--- config.mk ---
export PLATFORM = sky130hd
export DESIGN_NAME = ctwa_front
export DESIGN_NICKNAME = d
export VERILOG_FILES = /design/src/design/assert_macros.svh /design/src/design/ctwa_pkg.sv /design/src/design/ctwa_front.sv
export SDC_FILE = /design/constraint.sdc
export NUM_CORES = 1
export LEC_CHECK = 0
export ABC_AREA = 1
export BUFFER_PORTS_ARGS = -buffer_cell sky130_fd_sc_hd__buf_2
export CORE_MARGIN = 4
export CORE_UTILIZATION = 52
export DETAILED_ROUTE_END_ITERATION = 10
export PLACE_DENSITY = 0.82
export SLEW_MARGIN = 0
export SYNTH_ARGS = -nofsm -noshare
export SYNTH_HDL_FRONTEND = slang
export SYNTH_SLANG_ARGS = --single-unit
--- constraint.sdc ---
create_clock -name clock -period 3.9 [get_ports clock]
set_input_delay 0.975 -clock clock [delete_from_list [all_inputs] [get_ports clock]]
set_output_delay 0.975 -clock clock [all_outputs]
set_load 0.02 [all_outputs]
--- src/design/assert_macros.svh ---
// Shared assertion shorthands for the smoothing block.
`ifndef ASSERT_MACROS_SVH
`define ASSERT_MACROS_SVH

// Property checked at every rising clock edge outside reset.
`define CTWA_ASSERT(label, clk, rst, prop) \
   label: assert property (@(posedge clk) disable iff (rst) (prop)) \
      else $error("assertion failed");

// Condition that must never be seen outside reset.
`define CTWA_NEVER(label, clk, rst, cond) \
   `CTWA_ASSERT(label, clk, rst, !(cond))

`endif

--- src/design/ctwa_pkg.sv ---
package ctwa_pkg;

   localparam int TIME_W       = 32;
   localparam int POWER_W      = 16;
   localparam int SUM_W        = 24;
   localparam int CNT_W        = 7;
   localparam int WINDOW_W     = 12;
   localparam int HALF_W       = 22;
   localparam int HALF_STEP_MS = 500;

   localparam logic [HALF_W-1:0] HALF_RESET = HALF_W'(30 * HALF_STEP_MS);

   typedef struct packed {
      logic [TIME_W-1:0]  time_ms;
      logic [POWER_W-1:0] power_q4;
      logic               has_power;
      logic               end_of_ride;
   } in_type;

   typedef struct packed {
      logic [TIME_W-1:0]  sample_time_ms;
      logic [POWER_W-1:0] smoothed_q4;
      logic               has_value;
      logic               window_overflow;
      logic               last_of_run;
   } out_type;

   // Classified beat handed from the front to the engine.
   typedef struct packed {
      logic [TIME_W-1:0]  time_ms;
      logic [POWER_W-1:0] power_q4;
      logic               valid;
      logic               eor;
   } cls_type;

   // One ring entry.
   typedef struct packed {
      logic [TIME_W-1:0]  time_ms;
      logic [POWER_W-1:0] power_q4;
      logic               valid;
      logic [SUM_W-1:0]   sum_prefix;
      logic [CNT_W-1:0]   cnt_prefix;
   } ent_type;

endpackage

--- src/design/ctwa_front.sv ---
module ctwa_front (
   input  logic              clock,
   input  logic              reset,
   input  logic              req_valid,
   output logic              req_ready,
   input  ctwa_pkg::in_type  req_data,
   output logic              q_valid,
   output ctwa_pkg::cls_type q_data,
   input  logic              q_pop
);
   import ctwa_pkg::*;

   localparam logic [1:0] QDEPTH = 2'd2;

   cls_type    q_ff [2];
   cls_type    cls;
   logic       wr_ptr_ff, wr_ptr_in;
   logic       rd_ptr_ff, rd_ptr_in;
   logic [1:0] cnt_ff, cnt_in;
   logic       push;

   // Classify: a sample counts only when it has a reading and that reading is nonzero.
   always_comb begin
      cls.time_ms  = req_data.time_ms;
      cls.power_q4 = req_data.power_q4;
      cls.valid    = req_data.has_power && (req_data.power_q4 != '0);
      cls.eor      = req_data.end_of_ride;
   end

   assign req_ready = (cnt_ff != QDEPTH);
   assign push      = req_valid && req_ready;
   assign q_valid   = (cnt_ff != 2'd0);
   assign q_data    = q_ff[rd_ptr_ff];

   always_comb begin
      wr_ptr_in = push ? ~wr_ptr_ff : wr_ptr_ff;
      rd_ptr_in = q_pop ? ~rd_ptr_ff : rd_ptr_ff;
      cnt_in    = cnt_ff + {1'b0, push} - {1'b0, q_pop};
   end

   always_ff @(posedge clock) begin
      if (reset) begin
         wr_ptr_ff <= 1'b0;
         rd_ptr_ff <= 1'b0;
         cnt_ff    <= 2'd0;
      end else begin
         wr_ptr_ff <= wr_ptr_in;
         rd_ptr_ff <= rd_ptr_in;
         cnt_ff    <= cnt_in;
      end
   end

   always_ff @(posedge clock) begin
      if (push) begin
         q_ff[wr_ptr_ff] <= cls;
      end
   end

endmodule

### Word-level counts from Yosys, hierarchy flattened

Memory sizes are Yosys's and may differ from the RTL's. A register that Yosys moved wholly into a read port is not among the register bits.
Index checks and enable logic that the tools add are counted.

* register bits: 4
* memory bits (writable): 100
* input port bits: 54
* output and inout bits: 52
* word-level logic and storage cells: 17
* memories kept: 1

Memory list
* q_ff: words 2, bits a word 50, rd ports 1, clocked after Yosys merged registers in 1, write ports 1, line ctwa_front.sv:15 `cls_type q_ff [2];`

* add/sub/neg operators: 2
* equal/unequal tests: 1
* muxes and demuxes: 4
* bitwise logic cells: 2
* reduce and logical (&&, ||, !) cells: 4

Operators with widths (count)
* $reduce_bool A16 Y1: 1
* $mux W1: 4
* $add A2 B1 Y2: 1
* $logic_and A1 B1 Y1: 2
* $ne A2 B2 Y1 const B: 1
* $not A1 Y1: 2
* $reduce_bool A2 Y1: 1
* $sub A2 B1 Y2: 1

### Logic depth before layout (Yosys ltp)

Gate-level depths: netlist of run 1.

* depth after elaboration: 4
* depth in mapped cells: 11
* gate-level depth less buffers: 11

### Worst setup path after synthesis of run 1

No wires, ideal clock.

* kind: in2reg
* from: input req_valid
* to: memory q_ff[1][0] (netlist bit), enable pin
* setup time: 461 ps
* arrival time: 3226 ps
* data required time: 3439 ps
* slack: 213 ps
* stages: 2
* path buffers: 0
* cell sequence: nand2_2 nor2_1

* longest elaborated chain between the ends: 3

Ends and longest elaborated chain
* start, declared: line ctwa_front.sv:4 `input logic req_valid,`
* $logic_and A1 B1 Y1: line ctwa_front.sv:31 `assign push = req_valid && req_ready;`
* $mux W1: line ctwa_front.sv:54 `if (push) begin`
* $mux W1 (not written as such): line ctwa_front.sv:55 `q_ff[wr_ptr_ff] <= cls;`
* end, declared: line ctwa_front.sv:15

No other way between the ends.

==> flow_metrics.env, run 1 <==
export IMPL_p_sw_frac=0.250
export IMPL_intPower_mw=1.83
export IMPL_worst_slew_pin_slew_ns=0.963
export IMPL_seq_area_frac_synth=0.747
export IMPL_worstPathArrival_ns=1.88
export IMPL_grt_remaining_overflow=0
export IMPL_combPwrFrac=0.173
export IMPL_critPathLaunchType="flip-flop"
export IMPL_ios=106
export IMPL_grt_pass1_wl_mm=10.7
export IMPL_max_freq_mhz=350
export IMPL_syn_area_per_cell_um2=20.6
export IMPL_finalHoldViolations=0
export IMPL_yosys_area_share_simple=0.0286
export IMPL_rsz0062_at_grt="false"
export IMPL_clk_pin_slew_ns=0.08
export IMPL_critPathCaptureType="output pin"
export IMPL_h_tree_depth=3
export IMPL_ant_nets=0
export IMPL_p_per_area_mw_per_mm2=495
export IMPL_cts_hold_buf=0
export IMPL_place_congestion=0.729
export IMPL_cts_sinks=105
export IMPL_pwr_share_clk=0.255
export IMPL_wl_mm=6.64
export IMPL_cap_violations=0
export IMPL_post_route_min_period_ns=2.85
export IMPL_synth_cells=202
export IMPL_drt_pre_antenna_iters=4
export IMPL_grt_pass1_vias=2241
export IMPL_clk_insertion_delay_late_ns=0.35
export IMPL_final_cells=422
export IMPL_postCtsSetupBuffers=0
export IMPL_yosys_warnings=0
export IMPL_synth_seq_cells=105
export IMPL_synth_top_area_share=0.723
export IMPL_syn_nets=257
export IMPL_port_buffers=105
export IMPL_hp_class="reg -> reg"
export IMPL_track_usage=0.143
export IMPL_wl_per_cell_um=15.7
export IMPL_grt_max_degree=51
export IMPL_cts_tree="built"
export IMPL_start_util=0.535
export IMPL_cts_resized=0
export IMPL_nets=371
export IMPL_synth_compound_area_frac=0.00422
export IMPL_synth_cell_types=15
export IMPL_required_ns=2.92
export IMPL_power_leakage_nw=1.97
export IMPL_irDropWorstVdd_mv=0.229
export IMPL_first_iter_violations=74
export IMPL_yosys_area_top_type="edfxtp_1"
export IMPL_finalSetupViolations=0
export IMPL_drv_slew=0
export IMPL_die_w_um=97.4
export IMPL_num_rows=32
export IMPL_dp_cells=407
export IMPL_clock_skew_ns=0.0101
export IMPL_cts_made_buffers=9
export IMPL_period_share=0.732
export IMPL_drc_errors=0
export IMPL_final_setup_tns_ns=0
export IMPL_num_antenna_cells=0
export IMPL_root_buffer="clkbuf_8"
export IMPL_viasPerCell=4.90
export IMPL_outcome="finished, final reports clean"
export IMPL_synthAdderAreaFrac=0.00301
export IMPL_synth_area_leaders="edfxtp_1, mux2_4, buf_12"
export IMPL_critPathKind="reg -> out"
export IMPL_area_growth_pct=18.6
export IMPL_clockBufferDepth=2
export IMPL_muxShareOfSynthArea=0.181
export IMPL_netlist_area_mm2=0.00415
export IMPL_p_sw_uw=611
export IMPL_dieArea_mm2=0.00948
export IMPL_antenna_found_initial=0
export IMPL_drive_gt1_frac=0.553
export IMPL_via_count=2067
export IMPL_cp_max_fo=50
export IMPL_die_height_um=97.4
export IMPL_synth_top_family_by_area="multiplexers"
export IMPL_synth_xor_area_frac=0.00422
export IMPL_seqPwrFrac=0.572
export IMPL_core_area_mm2=0.00777
export IMPL_place_hpwl_mm=4.62
export IMPL_relSlewSlack=0.358
-- final cells by class --
cell class / instances / area (um^2)
clock buffer: 9 / 124
clock inverter: 6 / 60.1
fill: 582 / 2840
inverter: 6 / 22.5
multi-input combinational: 85 / 932
sequential: 105 / 3110
tap: 102 / 128
timing repair buffer: 109 / 556
-- worst paths after layout --
| check | start | to | slack [ns] | depth (start not counted) |
|---|---|---|---|---|
| setup / recovery | flip-flop | q_data[44] | 1.05 | 2 |
| hold / removal | rd_ptr_ff$_SDFFE_PP0P_ | rd_ptr_ff$_SDFFE_PP0P_ | 0.55 | 2 |
| setup reg to reg | cnt_ff[0]$_SDFF_PP0_ | q_ff[1][9]$_DFFE_PP_ | 2.17 | 5 |
| hold reg to reg | rd_ptr_ff$_SDFFE_PP0P_ | rd_ptr_ff$_SDFFE_PP0P_ | 0.55 | 2 |
-- worst max-delay path, stage by stage, from the launching register on --
cell and delay, ns:
dfxtp_4 0.98, mux2_4 0.35, buf_2 0.16
-- cells in the mapped netlist (all sizes together) --
| master | count |
|---|---|
| ha | 1 |
| xnor2 | 2 |
| inv | 6 |
| a21boi | 1 |
| mux2 | 50 |
| nand3 | 1 |
| dfxtp | 5 |
| edfxtp | 100 |
| buf | 6 |
| nand2 | 12 |
| a21oi | 2 |
| nor3 | 1 |
| nor2 | 15 |
-- placed cells by master (no fill, tap or decap), drive strengths merged --
cell type	Yosys	final
nor2	15	15
nand2	12	12
buf	6	109
nand3	1	1
clkbuf	0	9
inv	6	6
edfxtp	100	100
mux2	50	50
dfxtp	5	5
a21boi	1	1
bufinv	0	1
xnor2	2	2
ha	1	1
a21oi	2	2
nor3	1	1
clkinv	0	5
-- per-stage QoR --
step | setup slack, ns | utilization | area [um^2] | hold WS, ns | total power [mW]
after floorplan | 0.213 | - | 4150 | 0.480 | 1.72
after global placement | 1.39 | 0.611 | 4740 | 0.491 | 1.84
after detailed placement | 1.39 | 0.611 | 4740 | 0.531 | 1.85
after CTS | 1.00 | 0.635 | 4930 | 0.553 | 2.47
after global routing | 0.949 | 0.635 | 4930 | 0.571 | 2.56
final | 1.05 | 0.635 | 4930 | 0.550 | 2.44
-- flip-flops by register name, indices dropped and copies added (netlist names), named ones only --
| register | cells |
|---|---|
| wr_ptr_ff | 1 |
| q_ff | 100 |
| rd_ptr_ff | 1 |
| cnt_ff | 2 |
-- cells by family (layout without fill, tap and decap cells) --
group | count (synthesis) | after routing
flip-flops | 105 | 105
multiplexers | 50 | 50
AND/OR/NAND/NOR | 29 | 29
buffers and inverters | 12 | 130
AO/OA/AOI/OAI | 3 | 3
XOR/XNOR | 2 | 2
adder cells (fa/ha/maj) | 1 | 1
-- power groups by stage --
stage	sequential (mW)	combinational [mW]	clock [mW]
2_1_floorplan	1.39	0.330	0
3_3_place_gp	1.42	0.419	0
3_5_place_dp	1.42	0.427	0
4_1_cts	1.40	0.428	0.640
5_1_grt	1.41	0.451	0.697
6_report	1.40	0.421	0.621
-- per-layer routing --
metal  track usage  share of wire
met5             0              0
met4        0.0575          0.017
met3        0.0359          0.070
met2         0.244           0.51
met1         0.174           0.41
No activity file was read; power rests on OpenSTA's default activity.
==> run 2: changes to the inputs <==
--- a/config.mk
+++ b/config.mk
@@ -8,9 +8,9 @@
 export ABC_AREA = 1
 export BUFFER_PORTS_ARGS = -buffer_cell sky130_fd_sc_hd__buf_2
 export CORE_MARGIN = 4
-export CORE_UTILIZATION = 52
+export CORE_UTILIZATION = 47
 export DETAILED_ROUTE_END_ITERATION = 10
-export PLACE_DENSITY = 0.82
+export PLACE_DENSITY = 0.79
 export SLEW_MARGIN = 0
 export SYNTH_ARGS = -nofsm -noshare
 export SYNTH_HDL_FRONTEND = slang
==> constraint.sdc (replaced) <==
create_clock -name clock -period 2.49 [get_ports clock]
set_input_delay 0.6225 -clock clock [delete_from_list [all_inputs] [get_ports clock]]
set_output_delay 0.6225 -clock clock [all_outputs]
set_load 0.02 [all_outputs]
==> run 2 against run 1 <==
  * Worst hold slack got worse by 0.099 ns
  * Global-route usage shrank 1.0 points
  * First-iteration DRC count down 12%
  * Clock skew is essentially flat
  * Die area is 9.7% higher
  * Critical path type unchanged
  * Largest power group unchanged
==> flow_metrics.env, run 2 (synthesis results as in run 1) <==
export IMPL_drc_errors=0
export IMPL_largest_register="q_ff"
export IMPL_die_w_um=102
export IMPL_cap_violations=0
export IMPL_relSlewSlack=0.685
export IMPL_largest_reg_flops=100
export IMPL_outcome="finished, final reports clean"
export IMPL_critPathKind="reg -> out"
export IMPL_final_setup_tns_ns=0
export IMPL_postCtsSetupBuffers=0
export IMPL_seqPwrFrac=0.571
export IMPL_core_area_mm2=0.00868
export IMPL_num_antenna_cells=0
export IMPL_rsz0062_at_grt="false"
export IMPL_post_route_min_period_ns=2.24
export IMPL_period_share=0.898
export IMPL_fin_ws_ns=0.255
export IMPL_intPower_mw=2.78
export IMPL_drive_gt1_frac=0.557
export IMPL_layout_common_cells="buf_2, edfxtp_1, mux2_4"
export IMPL_clockBufferDepth=2
export IMPL_critPathCaptureType="output pin"
export IMPL_p_sw_frac=0.261
export IMPL_ant_nets=0
export IMPL_track_usage=0.133
export IMPL_clock_skew_ns=0.0103
export IMPL_required_ns=1.87
export IMPL_wl_per_cell_um=15.4
export IMPL_cts_hold_buf=0
export IMPL_place_congestion=0.683
export IMPL_clk_pin_slew_ns=0.10
export IMPL_nets=373
export IMPL_dp_slack_ns=0.604
export IMPL_grt_pass1_wl_mm=10.4
export IMPL_first_iter_violations=65
export IMPL_antenna_found_initial=0
export IMPL_wl_mm=6.63
export IMPL_critPathLaunchType="flip-flop"
export IMPL_max_freq_mhz=447
export IMPL_via_count=2066
export IMPL_hp_class="in -> reg"
export IMPL_dieArea_mm2=0.0104
export IMPL_cts_made_buffers=9
export IMPL_root_buffer="clkbuf_8"
export IMPL_dp_cells=415
export IMPL_start_util=0.479
export IMPL_combPwrFrac=0.186
export IMPL_area_growth_pct=18.9
export IMPL_finalSetupViolations=0
export IMPL_cp_max_fo=26
export IMPL_viasPerCell=4.79
export IMPL_grt_max_degree=28
export IMPL_irDropWorstVdd_mv=0.356
export IMPL_drv_slew=0
export IMPL_cts_tree="built"
export IMPL_p_sw_uw=981
export IMPL_final_cells=431
export IMPL_cts_resized=0
export IMPL_cts_sinks=105
export IMPL_pwr_share_clk=0.244
export IMPL_grt_pass1_vias=2194
export IMPL_worstPathArrival_ns=1.61
export IMPL_num_rows=34
export IMPL_ios=106
export IMPL_port_buffers=105
export IMPL_clk_insertion_delay_late_ns=0.35
export IMPL_final_common_cell="buf_2"
export IMPL_grt_remaining_overflow=0
export IMPL_drt_pre_antenna_iters=4
export IMPL_worst_slew_pin_slew_ns=0.473
export IMPL_h_tree_depth=3
export IMPL_finalHoldViolations=0
export IMPL_fin_util=0.569
export IMPL_power_leakage_nw=1.97
export IMPL_num_fill_cells=705
export IMPL_die_height_um=102
export IMPL_place_hpwl_mm=4.66
export IMPL_reg_top3="q_ff x100, cnt_ff x2"
export IMPL_p_per_area_mw_per_mm2=761
-- run 2: cell count changes in the layout (fill, tap and decap cells not counted), sizes merged --
cell and change:
buf +2, clkinv -2, inv +2, bufinv -1
clkbuf +1, clkinvlp +1
-- run 2: power by group through the flow --
stage          clock, mW  combinational, mW  sequential, mW
6_report           0.915              0.699            2.14
2_1_floorplan          0              0.518            2.18
3_5_place_dp           0              0.712            2.19
5_1_grt             1.02              0.757            2.16
3_3_place_gp           0              0.698            2.18
4_1_cts            0.951              0.714            2.15
-- run 2: final cells by class --
class                   instances  area [um^2]  share of cell area
clock buffers                  10          128              0.0258
repair buffers                111          571               0.116
inverters                       6         22.5             0.00456
flip-flops and latches        105         3110               0.629
well taps                     108          135              0.0274
multi-input cells              85          932               0.189
clock inverters                 6         42.5             0.00862
-- run 2: metal layers --
metal  track usage  vias up  part of all wire
met4        0.0545        0             0.012
met2         0.227       65              0.53
met5             0        -                 0
met3        0.0355        8             0.062
li1              -      991                 -
met1         0.160     1002              0.40
-- run 2: path summary, 6_finish.rpt --
kind	endpoint	depth (start not counted)	slack (ns)	from
max	q_data[14]	3	0.25	flip-flop
min	q_ff[1][29]$_DFFE_PP_	1	0.45	req_data[29]
max reg2reg	q_ff[1][45]$_DFFE_PP_	5	1.02	cnt_ff[0]$_SDFF_PP0_
min reg2reg	flip-flop	2	0.53	rd_ptr_ff$_SDFFE_PP0P_
-- run 2: critical path, cell delays in order (launching register included) --
cell,delay [ns]
dfxtp_4,0.35
buf_4,0.41
mux2_4,0.35
buf_2,0.16
-- run 2: through the flow --
step                      area (um^2)  hold WS [ns]  power [mW]
after floorplan                  4160         0.480        2.70
after global placement           4770         0.496        2.88
after detailed placement         4770         0.507        2.90
after CTS                        4940         0.426        3.81
after global routing             4940         0.423        3.94
final                            4940         0.451        3.76
